### src/rtl/core/pobk_pkg.sv
// Shared types, constants and wave functions of the polyphonic oscillator bank.
package pobk_pkg;

    localparam int VOICE_W  = 7;
    localparam int STEP_W   = 24;
    localparam int VEL_W    = 7;
    localparam int VOL_W    = 16;
    localparam int WAVE_W   = 16;
    localparam int SAMPLE_W = 32;
    localparam int CFG_IDX_W = 2;

    // floor(2^30 / 127): quotient estimate is exact or one low
    localparam logic [23:0] RECIP_127   = 24'd8454660;
    localparam int          RECIP_SHIFT = 30;
    localparam logic [6:0]  DIV_127     = 7'd127;

    localparam logic [CFG_IDX_W-1:0] CFG_VOLUME   = 2'd0;
    localparam logic [CFG_IDX_W-1:0] CFG_WAVEFORM = 2'd1;

    localparam logic [VOL_W-1:0] VOLUME_RESET = 16'd256;

    typedef enum logic [1:0] {
        OP_START  = 2'd0,
        OP_CHANGE = 2'd1,
        OP_STOP   = 2'd2,
        OP_TICK   = 2'd3
    } t_op;

    typedef enum logic [1:0] {
        WF_SINE     = 2'd0,
        WF_TRIANGLE = 2'd1,
        WF_SAW      = 2'd2,
        WF_SQUARE   = 2'd3
    } t_wave;

    typedef struct packed {
        t_op                op;
        logic [VOICE_W-1:0] voice;
        logic [STEP_W-1:0]  step;
        logic [VEL_W-1:0]   vel;
        logic [STEP_W-1:0]  start;
    } t_cmd;

    typedef struct packed {
        logic pop;
        logic clearing;
    } t_back_ctl;

    typedef struct packed {
        logic                      vld;
        logic [VEL_W-1:0]          level;
        logic signed [WAVE_W-1:0]  wave;
    } t_mix_in;

    typedef struct packed {
        logic                        vld;
        logic                        busy;
        logic signed [SAMPLE_W-1:0]  value;
    } t_term;

    localparam logic [15:0] FRAC_QUARTER = 16'h4000;
    localparam logic [15:0] FRAC_3QUART  = 16'hC000;

    // round(32767 * sin(pi * i / 128)), i = 0..64
    localparam logic [14:0] QSINE [65] = '{
        15'd0,     15'd804,   15'd1608,  15'd2411,  15'd3212,  15'd4011,  15'd4808,  15'd5602,
        15'd6393,  15'd7179,  15'd7962,  15'd8739,  15'd9512,  15'd10278, 15'd11039, 15'd11793,
        15'd12539, 15'd13279, 15'd14010, 15'd14732, 15'd15446, 15'd16151, 15'd16846, 15'd17530,
        15'd18204, 15'd18868, 15'd19519, 15'd20159, 15'd20787, 15'd21403, 15'd22005, 15'd22594,
        15'd23170, 15'd23731, 15'd24279, 15'd24811, 15'd25329, 15'd25832, 15'd26319, 15'd26790,
        15'd27245, 15'd27683, 15'd28105, 15'd28510, 15'd28898, 15'd29268, 15'd29621, 15'd29956,
        15'd30273, 15'd30571, 15'd30852, 15'd31113, 15'd31356, 15'd31580, 15'd31785, 15'd31971,
        15'd32137, 15'd32285, 15'd32412, 15'd32521, 15'd32609, 15'd32678, 15'd32728, 15'd32757,
        15'd32767
    };

    function automatic logic signed [15:0] clamp15(logic signed [17:0] v);
        logic signed [15:0] res;
        if (v > 18'sd32767) begin
            res = 16'sh7FFF;
        end else if (v < -18'sd32768) begin
            res = -16'sh8000;
        end else begin
            res = 16'(v);
        end
        return res;
    endfunction

    // Wave value in Q1.15 from a 16-bit phase fraction
    function automatic logic signed [15:0] wave_at(t_wave sel, logic [15:0] f);
        logic [6:0]         idx;
        logic signed [16:0] sv;
        logic signed [17:0] fs;
        logic signed [17:0] tv;
        logic signed [15:0] res;
        fs  = signed'({2'b00, f});
        idx = f[14] ? (7'd64 - {1'b0, f[13:8]}) : {1'b0, f[13:8]};
        sv  = signed'({2'b00, QSINE[idx]});
        tv  = '0;
        res = '0;
        unique case (sel)
            WF_SINE: begin
                res = f[15] ? 16'(-sv) : 16'(sv);
            end
            WF_TRIANGLE: begin
                if (f < FRAC_QUARTER) begin
                    tv = fs <<< 1;
                end else if (f < FRAC_3QUART) begin
                    tv = (18'sd32768 - fs) <<< 1;
                end else begin
                    tv = (fs - 18'sd65536) <<< 1;
                end
                res = clamp15(tv);
            end
            WF_SAW: begin
                tv  = 18'sd32768 - fs;
                res = clamp15(tv);
            end
            WF_SQUARE: begin
                res = f[15] ? -16'sh8000 : 16'sh7FFF;
            end
            default: begin
                res = '0;
            end
        endcase
        return res;
    endfunction

endpackage

### src/rtl/core/pobk_front.sv
// Input side: accept transfers, drop note events for absent voices, queue commands.
module pobk_front
    import pobk_pkg::*;
#(
    parameter int VOICES = 128
) (
    input  logic               i_clk,
    input  logic               i_rst_n,
    input  logic               i_in_valid,
    output logic               o_in_stall,
    input  logic [1:0]         i_op,
    input  logic [VOICE_W-1:0] i_voice,
    input  logic [STEP_W-1:0]  i_phase_step,
    input  logic [VEL_W-1:0]   i_velocity,
    input  logic [STEP_W-1:0]  i_start_phase,
    output t_cmd               o_cmd,
    output logic               o_cmd_vld,
    input  t_back_ctl          i_ctl
);

    localparam int FQ_DEPTH = 2;
    localparam int PTR_W    = $clog2(FQ_DEPTH);
    localparam int CNT_W    = $clog2(FQ_DEPTH + 1);

    t_cmd             r_fifo [FQ_DEPTH];
    logic [PTR_W-1:0] r_wp;
    logic [PTR_W-1:0] r_rp;
    logic [CNT_W-1:0] r_count;

    t_op  in_op;
    logic accept;
    logic keep;
    logic push;
    logic pop;
    logic full;

    assign in_op  = t_op'(i_op);
    assign full   = (r_count == CNT_W'(FQ_DEPTH));
    assign o_in_stall = full || i_ctl.clearing;
    assign accept = i_in_valid && !o_in_stall;
    // ticks always go through; note events only for voices that exist
    assign keep   = (in_op == OP_TICK) || (32'(i_voice) < 32'(VOICES));
    assign push   = accept && keep;
    assign pop    = i_ctl.pop;

    assign o_cmd     = r_fifo[r_rp];
    assign o_cmd_vld = (r_count != '0);

    always_ff @(posedge i_clk) begin
        if (push) begin
            r_fifo[r_wp] <= '{op: in_op, voice: i_voice, step: i_phase_step,
                              vel: i_velocity, start: i_start_phase};
        end
    end

    always_ff @(posedge i_clk) begin
        if (!i_rst_n) begin
            r_wp    <= '0;
            r_rp    <= '0;
            r_count <= '0;
        end else begin
            if (push) begin
                r_wp <= r_wp + 1'b1;
            end
            if (pop) begin
                r_rp <= r_rp + 1'b1;
            end
            if (push && !pop) begin
                r_count <= r_count + 1'b1;
            end else if (pop && !push) begin
                r_count <= r_count - 1'b1;
            end
        end
    end

    a_no_pop_empty: assert property (@(posedge i_clk) disable iff (!i_rst_n)
        pop |-> o_cmd_vld)
        else $error("command popped from empty queue");

    a_no_push_clear: assert property (@(posedge i_clk) disable iff (!i_rst_n)
        i_ctl.clearing |-> !push)
        else $error("command queued during voice table clear");

endmodule

### config.mk
export PLATFORM = sky130hd
export DESIGN_NAME = pobk_front
export DESIGN_NICKNAME = d
export VERILOG_FILES = /design/src/rtl/core/pobk_pkg.sv /design/src/rtl/core/pobk_front.sv
export SDC_FILE = /design/constraint.sdc
export NUM_CORES = 1
export LEC_CHECK = 0
export BUFFER_PORTS_ARGS = -buffer_cell sky130_fd_sc_hd__buf_2
export CAP_MARGIN = 20
export CORE_MARGIN = 3
export CORE_UTILIZATION = 40
export DETAILED_ROUTE_END_ITERATION = 6
export PLACE_DENSITY_LB_ADDON = 0.15
export SYNTH_ARGS = -nofsm -noshare
export SYNTH_HDL_FRONTEND = slang
export SYNTH_SLANG_ARGS = --single-unit
### constraint.sdc
create_clock -name i_clk -period 4.9 [get_ports i_clk]
set_input_delay 0.245 -clock i_clk [delete_from_list [all_inputs] [get_ports i_clk]]
set_output_delay 0.245 -clock i_clk [all_outputs]
set_load 0.005 [all_outputs]
==> results.cfg <==
[run_status]
status = finished, final reports clean

[cells_and_area]
area.sequential_um2 = 3950
layout.cells.most_common_list = buf_2, edfxtp_1, mux2_2
layout-drive-gt1-share = 0.598
area_growth_pct = 28.9
multiInputGateArea_um2 = 867
num-nets-final = 445
n_fill_cell = 939
mostFrequentLayoutCell = buf_2
postLayoutCellArea_um2 = 6290
antenna-diode-count = 0

[clock_tree]
clk_transition_reported_paths_ns = 0.05
cts_repair_resize_count = 0
cts_inserted_buffers = 17
postCtsSetupBuffers = 0
clock_sinks = 133
clk-insertion-delay-late_ns = 0.39
cts-hold-fix-buffers = 0
ctsRootBufferMaster = clkbuf_16
cts_tree = done
ctsLongestPathBuffers = 2
h-tree-depth = 4

[power_and_ir_drop]
internal_power_uw = 2280
power.share.sequential = 0.473
ir_drop_mv = 0.208
pwr-share-comb = 0.079
power.clock.fraction = 0.448
p_sw_frac = 0.195
power.density_cell_area_nw_per_um2 = 449
power.net_switching_uw = 551
power.leakage_uw = 0.00236

[route]
drtAntennaViolNets = 0
vias_per_std_cell = 4.76
detailroute.via_count = 2526
detail_route.iter0.violations = 80
route.detailed.drc = 0
drt_pass1_iterations = 4
routed_wire_length_per_instance_um = 16.7
finalWirelength_um = 8870

[logic_synthesis]
synth-warning-count = 0
postSynthRegisterBits = 133
syn_inst = 225
synthesis.area_um2 = 4880
avg_inst_size_synth_um2 = 21.7
synth_sequential_area_ratio = 0.808
netlist-cell-type-count = 19
synth_nets = 295

[place]
numPortBuffers = 134
gpl.final_weighted_congestion = 0.703
hpwlAfterDp_um = 5750
dpl-instance-area_um2 = 5700

[worst_setup_path]
worst_ep_required_time_ns = 4.66
max_stage_delay_ns = 0.97
crit_path_start_kind = register
critical_path_cell_list = buf_4 > mux2_2 > buf_2
setup.worst_path.class = reg -> out
crit_path_top_delay_cell = dfxtp_2
worst-path-max-fanout = 40
worstSetupEndpointType = primary output
critPathArrivalTime_ns = 2.36

[timing]
finClkSkew_ns = 0.00715
clock.fmax_mhz = 383
transition_time_of_the_tightest_slew_check_pin_ns = 0.976
fin_crit_sh = 0.532
period_minus_slack_ns = 2.61
rsz0062_at_grt = no
finalHoldViolCount = 0
tns_ns = 0
worst_case_headroom_to_the_max_slew_limit = 0.350
finalSetupViolCount = 0
final_max_slew_viol_count = 0

[die]
starting_density_of_the_core = 0.419
dieWidth_um = 116
core-area_um2 = 11700
fp.dieArea_um2 = 13600
floorplan.io_pins = 135
num_rows = 39
die_y_um = 116

[worst_hold_path]
hold_path_class = in -> reg

[flow_run]
max-cap-violations = 0

[global_route]
gr-total-overflow = 0
number_of_global_route_vias_before_repair = 2643
largest_net_degree_at_the_start_of_global_routing = 41
antenna_found_initial = 0
gr-usage-all-layers = 0.136
global_route_wire_length_before_repair_um = 13500
[power groups by stage]
stage | sequential (µW) | clock [µW] | combinational (µW)
floorplan | 1350 | 0 | 135
global placement | 1360 | 0 | 226
detailed placement | 1360 | 0 | 228
CTS | 1340 | 1300 | 230
global route | 1340 | 1360 | 247
finish | 1340 | 1270 | 224
[flip-flops by register name (all words and copies together) (netlist names), named ones only]
| register | cells |
|---|---|
| r_count | 2 |
| r_wp | 1 |
| r_fifo | 128 |
| r_rp | 1 |
[metrics by stage]
stage	std cells	hold WS, ns	worst slack, ns	util	total power [µW]
2_1_floorplan	225	0.344	0.870	-	1480
3_3_place_gp	499	0.432	2.56	0.488	1580
3_5_place_dp	499	0.437	2.55	0.488	1590
4_1_cts	531	0.0211	2.19	0.540	2870
5_1_grt	531	0.0149	2.10	0.540	2950
6_report	531	0.0409	2.29	0.540	2830
[path summary, 6_finish.rpt]
check | startpoint | endpoint | slack [ns] | cells after the start
worst max-delay path | register | o_cmd[50] | 2.29 | 3
worst min-delay path | i_phase_step[16] | r_fifo[0][47] | 0.04 | 1
worst min register to register | r_count[1] | r_count[1] | 0.52 | 2
worst max register to register | r_count[0] | r_fifo[1][48] | 2.63 | 3
[synth_stat cells, drive strengths merged]
cell | instances | area (µm²)
edfxtp | 128 | 3840
mux2 | 64 | 721
buf | 7 | 75.1
dfxtp | 5 | 100
and2 | 4 | 25.0
nand2b | 2 | 12.5
nor2b | 2 | 12.5
o21ai | 2 | 10.0
xor2 | 2 | 17.5
a21boi | 1 | 7.51
and3 | 1 | 6.26
ha | 1 | 12.5
inv | 1 | 3.75
nand2 | 1 | 3.75
nand4b | 1 | 8.76
or2 | 1 | 6.26
or3 | 1 | 6.26
xnor2 | 1 | 8.76
[cells by family (layout without fill, tap and decap cells)]
kind of cell | Yosys count | after routing | synth area share
muxes | 64 | 64 | 0.148
buffers and inverters | 8 | 171 | 0.0161
DFF | 133 | 133 | 0.808
xor gates and xnor gates | 3 | 3 | 0.00538
AOI/OAI and AO/OA | 3 | 3 | 0.00359
and+or+nand+nor | 13 | 13 | 0.0167
adders and majority gates | 1 | 1 | 0.00256
[worst max-delay path: cells and delay by family (launching register included)]
kind | cells | cell delay, ns
buffers and inverters | 2 | 0.59
DFF | 1 | 0.97
muxes | 1 | 0.40
[per-layer routing]
| metal | routed length [µm] | GRT usage | up-vias |
|---|---|---|---|
| met2 | 4160 | 0.212 | 84 |
| li1 | - | - | 1185 |
| met4 | 96 | 0.0487 | 0 |
| met3 | 634 | 0.0534 | 8 |
| met5 | 0 | 0 | - |
| met1 | 3970 | 0.174 | 1249 |
[area by class of cell]
| type | instances | share of cell area |
|---|---|---|
| clock buffer | 21 | 0.0700 |
| clock inverter | 11 | 0.0250 |
| inverter | 1 | 0.000596 |
| multi-input combinational | 84 | 0.138 |
| sequential | 133 | 0.627 |
| tap | 143 | 0.0284 |
| timing repair buffer | 138 | 0.111 |
(Power assumes the default switching activity.)
