--- src/rtl/core/pobk_pkg.sv ---
// Shared types, constants and wave functions of the polyphonic oscillator bank.
package pobk_pkg;

    localparam int VOICE_W  = 7;
    localparam int STEP_W   = 24;
    localparam int VEL_W    = 7;
    localparam int VOL_W    = 16;
    localparam int WAVE_W   = 16;
    localparam int SAMPLE_W = 32;
    localparam int CFG_IDX_W = 2;

    // floor(2^30 / 127): quotient estimate is exact or one low
    localparam logic [23:0] RECIP_127   = 24'd8454660;
    localparam int          RECIP_SHIFT = 30;
    localparam logic [6:0]  DIV_127     = 7'd127;

    localparam logic [CFG_IDX_W-1:0] CFG_VOLUME   = 2'd0;
    localparam logic [CFG_IDX_W-1:0] CFG_WAVEFORM = 2'd1;

    localparam logic [VOL_W-1:0] VOLUME_RESET = 16'd256;

    typedef enum logic [1:0] {
        OP_START  = 2'd0,
        OP_CHANGE = 2'd1,
        OP_STOP   = 2'd2,
        OP_TICK   = 2'd3
    } t_op;

    typedef enum logic [1:0] {
        WF_SINE     = 2'd0,
        WF_TRIANGLE = 2'd1,
        WF_SAW      = 2'd2,
        WF_SQUARE   = 2'd3
    } t_wave;

    typedef struct packed {
        t_op                op;
        logic [VOICE_W-1:0] voice;
        logic [STEP_W-1:0]  step;
        logic [VEL_W-1:0]   vel;
        logic [STEP_W-1:0]  start;
    } t_cmd;

    typedef struct packed {
        logic pop;
        logic clearing;
    } t_back_ctl;

    typedef struct packed {
        logic                      vld;
        logic [VEL_W-1:0]          level;
        logic signed [WAVE_W-1:0]  wave;
    } t_mix_in;

    typedef struct packed {
        logic                        vld;
        logic                        busy;
        logic signed [SAMPLE_W-1:0]  value;
    } t_term;

    localparam logic [15:0] FRAC_QUARTER = 16'h4000;
    localparam logic [15:0] FRAC_3QUART  = 16'hC000;

    // round(32767 * sin(pi * i / 128)), i = 0..64
    localparam logic [14:0] QSINE [65] = '{
        15'd0,     15'd804,   15'd1608,  15'd2411,  15'd3212,  15'd4011,  15'd4808,  15'd5602,
        15'd6393,  15'd7179,  15'd7962,  15'd8739,  15'd9512,  15'd10278, 15'd11039, 15'd11793,
        15'd12539, 15'd13279, 15'd14010, 15'd14732, 15'd15446, 15'd16151, 15'd16846, 15'd17530,
        15'd18204, 15'd18868, 15'd19519, 15'd20159, 15'd20787, 15'd21403, 15'd22005, 15'd22594,
        15'd23170, 15'd23731, 15'd24279, 15'd24811, 15'd25329, 15'd25832, 15'd26319, 15'd26790,
        15'd27245, 15'd27683, 15'd28105, 15'd28510, 15'd28898, 15'd29268, 15'd29621, 15'd29956,
        15'd30273, 15'd30571, 15'd30852, 15'd31113, 15'd31356, 15'd31580, 15'd31785, 15'd31971,
        15'd32137, 15'd32285, 15'd32412, 15'd32521, 15'd32609, 15'd32678, 15'd32728, 15'd32757,
        15'd32767
    };

    function automatic logic signed [15:0] clamp15(logic signed [17:0] v);
        logic signed [15:0] res;
        if (v > 18'sd32767) begin
            res = 16'sh7FFF;
        end else if (v < -18'sd32768) begin
            res = -16'sh8000;
        end else begin
            res = 16'(v);
        end
        return res;
    endfunction

    // Wave value in Q1.15 from a 16-bit phase fraction
    function automatic logic signed [15:0] wave_at(t_wave sel, logic [15:0] f);
        logic [6:0]         idx;
        logic signed [16:0] sv;
        logic signed [17:0] fs;
        logic signed [17:0] tv;
        logic signed [15:0] res;
        fs  = signed'({2'b00, f});
        idx = f[14] ? (7'd64 - {1'b0, f[13:8]}) : {1'b0, f[13:8]};
        sv  = signed'({2'b00, QSINE[idx]});
        tv  = '0;
        res = '0;
        unique case (sel)
            WF_SINE: begin
                res = f[15] ? 16'(-sv) : 16'(sv);
            end
            WF_TRIANGLE: begin
                if (f < FRAC_QUARTER) begin
                    tv = fs <<< 1;
                end else if (f < FRAC_3QUART) begin
                    tv = (18'sd32768 - fs) <<< 1;
                end else begin
                    tv = (fs - 18'sd65536) <<< 1;
                end
                res = clamp15(tv);
            end
            WF_SAW: begin
                tv  = 18'sd32768 - fs;
                res = clamp15(tv);
            end
            WF_SQUARE: begin
                res = f[15] ? -16'sh8000 : 16'sh7FFF;
            end
            default: begin
                res = '0;
            end
        endcase
        return res;
    endfunction

endpackage

--- src/rtl/core/pobk_mix.sv ---
// Per-voice gain pipeline: volume * velocity * wave / 127, truncated toward zero.
module pobk_mix
    import pobk_pkg::*;
(
    input  logic             i_clk,
    input  logic             i_rst_n,
    input  logic [VOL_W-1:0] i_volume,
    input  t_mix_in          i_in,
    output t_term            o_term
);

    localparam int T_W  = VOL_W + VEL_W;      // volume * velocity
    localparam int P_W  = T_W + 24;           // times reciprocal
    localparam int QA_W = VOL_W;              // (volume * velocity) / 127
    localparam int Q2_W = 15;                 // (rem * |wave|) / 127

    logic [6:0] r_vld;

    // stage 1
    logic [T_W-1:0]    r_s1_t;
    logic              r_s1_neg;
    logic [WAVE_W-1:0] r_s1_wabs;
    // stage 2
    logic [P_W-1:0]    r_s2_p;
    logic [T_W-1:0]    r_s2_t;
    logic              r_s2_neg;
    logic [WAVE_W-1:0] r_s2_wabs;
    // stage 3
    logic [QA_W-1:0]   r_s3_qa;
    logic [VEL_W-1:0]  r_s3_ra;
    logic              r_s3_neg;
    logic [WAVE_W-1:0] r_s3_wabs;
    // stage 4
    logic [T_W-1:0]      r_s4_y;
    logic [SAMPLE_W-1:0] r_s4_m1;
    logic                r_s4_neg;
    // stage 5
    logic [P_W-1:0]      r_s5_p;
    logic [T_W-1:0]      r_s5_y;
    logic [SAMPLE_W-1:0] r_s5_m1;
    logic                r_s5_neg;
    // stage 6
    logic [Q2_W-1:0]     r_s6_q2;
    logic [SAMPLE_W-1:0] r_s6_m1;
    logic                r_s6_neg;
    // stage 7
    logic signed [SAMPLE_W-1:0] r_s7_term;

    logic [WAVE_W-1:0] in_wabs;
    logic [QA_W-1:0]   s3_q0;
    logic [T_W-1:0]    s3_rem;
    logic [Q2_W-1:0]   s6_q0;
    logic [T_W-1:0]    s6_rem;
    logic [SAMPLE_W-1:0] s7_mag;

    assign in_wabs = i_in.wave[WAVE_W-1] ? WAVE_W'(~i_in.wave + 1'b1) : WAVE_W'(i_in.wave);

    assign s3_q0  = r_s2_p[RECIP_SHIFT +: QA_W];
    assign s3_rem = r_s2_t - T_W'({7'b0, s3_q0} * {16'b0, DIV_127});

    assign s6_q0  = r_s5_p[RECIP_SHIFT +: Q2_W];
    assign s6_rem = r_s5_y - T_W'({8'b0, s6_q0} * {16'b0, DIV_127});

    assign s7_mag = r_s6_m1 + SAMPLE_W'(r_s6_q2);

    always_ff @(posedge i_clk) begin
        if (!i_rst_n) begin
            r_vld <= '0;
        end else begin
            r_vld <= {r_vld[5:0], i_in.vld};
        end
    end

    always_ff @(posedge i_clk) begin
        r_s1_t    <= T_W'({7'b0, i_volume} * {16'b0, i_in.level});
        r_s1_neg  <= i_in.wave[WAVE_W-1];
        r_s1_wabs <= in_wabs;

        r_s2_p    <= P_W'({24'b0, r_s1_t} * {23'b0, RECIP_127});
        r_s2_t    <= r_s1_t;
        r_s2_neg  <= r_s1_neg;
        r_s2_wabs <= r_s1_wabs;

        // estimate is exact or one low: one compare fixes it
        if (s3_rem >= T_W'(DIV_127)) begin
            r_s3_qa <= s3_q0 + 1'b1;
            r_s3_ra <= VEL_W'(s3_rem - T_W'(DIV_127));
        end else begin
            r_s3_qa <= s3_q0;
            r_s3_ra <= VEL_W'(s3_rem);
        end
        r_s3_neg  <= r_s2_neg;
        r_s3_wabs <= r_s2_wabs;

        r_s4_y   <= {16'b0, r_s3_ra} * {7'b0, r_s3_wabs};
        r_s4_m1  <= {16'b0, r_s3_qa} * {16'b0, r_s3_wabs};
        r_s4_neg <= r_s3_neg;

        r_s5_p   <= P_W'({24'b0, r_s4_y} * {23'b0, RECIP_127});
        r_s5_y   <= r_s4_y;
        r_s5_m1  <= r_s4_m1;
        r_s5_neg <= r_s4_neg;

        if (s6_rem >= T_W'(DIV_127)) begin
            r_s6_q2 <= s6_q0 + 1'b1;
        end else begin
            r_s6_q2 <= s6_q0;
        end
        r_s6_m1  <= r_s5_m1;
        r_s6_neg <= r_s5_neg;

        r_s7_term <= r_s6_neg ? -signed'(s7_mag) : signed'(s7_mag);
    end

    assign o_term.vld   = r_vld[6];
    assign o_term.busy  = |r_vld;
    assign o_term.value = r_s7_term;

endmodule

--- config.mk ---
export PLATFORM = sky130hd
export DESIGN_NAME = pobk_mix
export DESIGN_NICKNAME = d
export VERILOG_FILES = /design/src/rtl/core/pobk_pkg.sv /design/src/rtl/core/pobk_mix.sv
export SDC_FILE = /design/constraint.sdc
export NUM_CORES = 2
export LEC_CHECK = 0
export BUFFER_PORTS_ARGS = -buffer_cell sky130_fd_sc_hd__buf_2
export CORE_MARGIN = 2
export CORE_UTILIZATION = 40
export DETAILED_ROUTE_END_ITERATION = 12
export PLACE_DENSITY = 0.54
export SYNTH_ARGS = -nofsm -noshare
export SYNTH_HDL_FRONTEND = slang
export SYNTH_SLANG_ARGS = --single-unit
--- constraint.sdc ---
create_clock -name i_clk -period 8.3 [get_ports i_clk]
set_clock_uncertainty 0.05 [all_clocks]
set_input_delay 1.245 -clock i_clk [delete_from_list [all_inputs] [get_ports i_clk]]
set_output_delay 1.245 -clock i_clk [all_outputs]
set_load 0.05 [all_outputs]
==> implementation parameters <==
Parameter                              Value

Run status
  Status ... finished clean

Logic synthesis
  Most used flip-flop cell after synthesis ... dfxtp_1
  Post-synthesis instance total ... approximately 4,000
  Number of distinct library cells after synthesis ... 90
  Post-synthesis cell area ... 37,750 um2
  Most area-consuming cells after synthesis ... fa_1 27%, ha_1 19%, dfxtp_1 19%
  EDFF count, synth ... 0
  Post-Syn Area per Cell ... 9.489 um2
  Post-synth top area cell ... fa_1
  Net count after synthesis ... 5,087
  Area fraction of the dominant cell type after synthesis ... a little over a quarter
  Portion of the post-synthesis area used by sequential elements ... 18.56%
  Async SR Flop Fraction ... 0%
  Synth Register Bits ... 350
  Synth warnings ... 0

Setup path
  Startpoint type of the worst setup path ... register
  Number of cells on the worst reg-to-reg path ... 20
  Critical Setup Path Class ... register to register
  Minimum setup slack among reg-to-reg paths ... roughly 1.5 ns
  Crit. Startpoint ... r_s3_wabs[6]
  End of the worst register-to-register path ... r_s4_m1[28]
  Endpoint kind of the worst setup timing path ... register
  Source of the worst register-to-register timing path ... r_s3_wabs[6]
  Required time of the critical path ... 8.70 ns
  Maximum fanout count along the critical path ... 23
  Arrival time at the worst endpoint ... 7.23 ns
  Worst setup endpoint ... r_s4_m1[28]

STA
  Highest Clock Rate ... 0.1465 GHz
  Final critical-path share of the clock period ... 82.27%
  Setup repair after global routing missed its margin ... false
  Measured slew at the worst slew-check pin ... roughly 1.0 ns
  Final worst path period need ... 6.828 ns
  Max-slew violation total from the final report ... 0
  Summed negative setup slack over all endpoints ... 0 ns
  Final Hold Vio Count ... 0
  Relative slew slack ... 32.44%
  Final Hold Slack ... 0.2633 ns
  Final setup violation count ... 0

Drt
  Vias post-DR ... approximately 26,000
  Iteration-0 DRC Markers ... roughly 1,300
  Post-detailed-route wirelength per cell ... 15.78 um
  Wire length on met2 ... 39.10 mm
  Topmost layer with routed signal wires ... met5
  Routed wire length ... 83.51 mm
  Antenna Nets Post-Route ... 0
  Ratio of routed vias to standard cells ... a little under 5
  First-pass DRT Iterations ... 5
  Routed met1 length ... around 39 mm
  Residual DRC count ... 0
  Amount of wire on met3 after detailed routing ... 3.231 mm

Clock tree
  Clock sink count ... 350
  Setup bufs post-CTS ... 0
  Inserted Clock Buffers ... 42
  Post-cts sizing count ... 0
  CTS clk-pin slew, worst paths ... 0.06 ns
  CTS tree ... yes
  H-Tree Depth ... 2
  Clk Tree Root Cell ... clkbuf_16
  Clock Latency Late Sink ... around 0.57 ns
  Clock buffer depth ... 3
  Number of buffers inserted for hold repair after clock tree synthesis ... 0

Placement
  GP Congestion ... 0.8505
  # port buffers ... between 70 and 80
  HPWL after DPL ... 70.86 mm

Cells and area
  Highest-count cells in the layout ignoring fill and taps ... 730 x inv_1, 561 x ha_1, 506 x fa_1
  Synthesis-to-finish area growth ... 8.005%
  Fraction of final layout cells sized beyond drive strength 1 ... 4.534%
  Filler cell count ... between 9,000 and 10,000
  Count of nets after finishing ... slightly above 5,000
  Most common library cell in the layout ignoring fill and taps ... inv_1

Global routing
  Maximum number of pins on one net before global-route repair ... 25
  Overflow left after global routing ... 0
  Initial antenna violation count ... 2
  GRT Resource Usage Total ... ~18%
  Wire length of the first global-routing pass ... 138.4 mm
  Vias in the first global route ... roughly 27,000

Floorplanning
  Die width ... between 300 and 400 um
  Io pins ... between 70 and 80
  # rows ... roughly 110
  Floorplan die area ... 96,850 um2
  Floorplan die height ... between 300 and 400 um
  Initial standard-cell utilization of the core ... 40.39%
  Placeable core area ... 93,470 um2

Min path
  Number of cells on the worst hold path ... 0
  Class of the tightest hold or removal check ... register to register

Run
  Max-cap violations ... 0
-- cell families after synthesis --
kind of cell,share of synthesized area (%)
xor gates and xnor gates,5.005
and+or+nand+nor,13.30
muxes,0.4176
AOI/OAI and AO/OA,8.969
adders and majority gates,45.43
buffers and inverters,8.316
DFF,18.56
-- final cells by class --
cell class / instances / area (um2) / area share, %
tap: 1254 / 1569 / 3.848
antenna: 1 / 2.502 / 0.006138
sequential: 350 / 7007 / 17.19
inverter: 730 / 2740 / 6.721
timing repair buffer: 82 / 427.9 / 1.050
clock inverter: 27 / 327.8 / 0.8040
multi-input combinational: 2799 / 27600 / 67.70
clock buffer: 48 / 1094 / 2.682
-- Yosys cell counts, drive strengths merged (26+ instances only) --
master  count
inv       730
ha        561
fa        506
nand2     427
dfxtp     350
and2      196
xnor2     164
a21oi     133
nor2       93
clkbuf     90
o21ai      83
nor3       53
a21o       50
nand3      50
xor2       49
nand4      34
o21a       26
-- per-layer routing --
metal | track usage [%] | up-vias
met5 | 0 | -
met4 | 4.381 | 2
met3 | 2.259 | 105
met2 | 29.57 | 437
met1 | 23.82 | 12670
li1 | - | 12880
-- how the worst min path moves through the flow --
| stage | from | endpoint | slack [ns] |
|---|---|---|---|
| after CTS | r_s2_neg | r_s3_neg | 0.26 |
| after global routing | r_s4_m1[10] | r_s5_m1[10] | 0.27 |
| after detailed placement | r_s1_wabs[14] | r_s2_wabs[14] | 0.26 |
| after global placement | r_s5_m1[4] | r_s6_m1[4] | 0.26 |
| after floorplan | r_s1_neg | r_s2_neg | 0.26 |
| final | r_s4_m1[10] | r_s5_m1[10] | 0.26 |
-- state kept, by name (all words and copies together) (netlist names), 23 cells and up --
register	cells
r_s4_m1	32
r_s4_y	23
r_s6_m1	32
r_s5_y	23
r_s5_m1	32
r_s2_t	23
r_s1_t	23
r_s7_term	32
-- through the flow --
step	util [%]	cell area, um2	std cells	setup WS [ns]
after floorplan	-	37750	3978	2.312
after global placement	42.10	39350	5215	1.578
after detailed placement	42.10	39350	5215	1.443
after CTS	43.62	40770	5290	1.432
after global routing	43.62	40770	5290	1.078
final	43.62	40770	5291	1.472
-- worst max-delay path: stages (launching register included) --
cell	delay, ns
dfxtp_1	0.86
nand2_1	0.17
fa_1	0.58
inv_1	0.06
fa_1	0.54
ha_1	0.14
inv_1	0.05
fa_1	0.53
inv_1	0.05
fa_1	0.46
fa_1	0.49
ha_1	0.25
a2111oi_0	0.77
nor4_1	0.18
o21ai_0	0.37
a21oi_1	0.15
nor3_1	0.32
o31ai_1	0.17
a21o_1	0.19
a21o_1	0.17
xor2_1	0.13
Power is left out: the tool's default activity adds up to more than one toggle a clock period on the data nets, which glitch-free logic cannot reach.
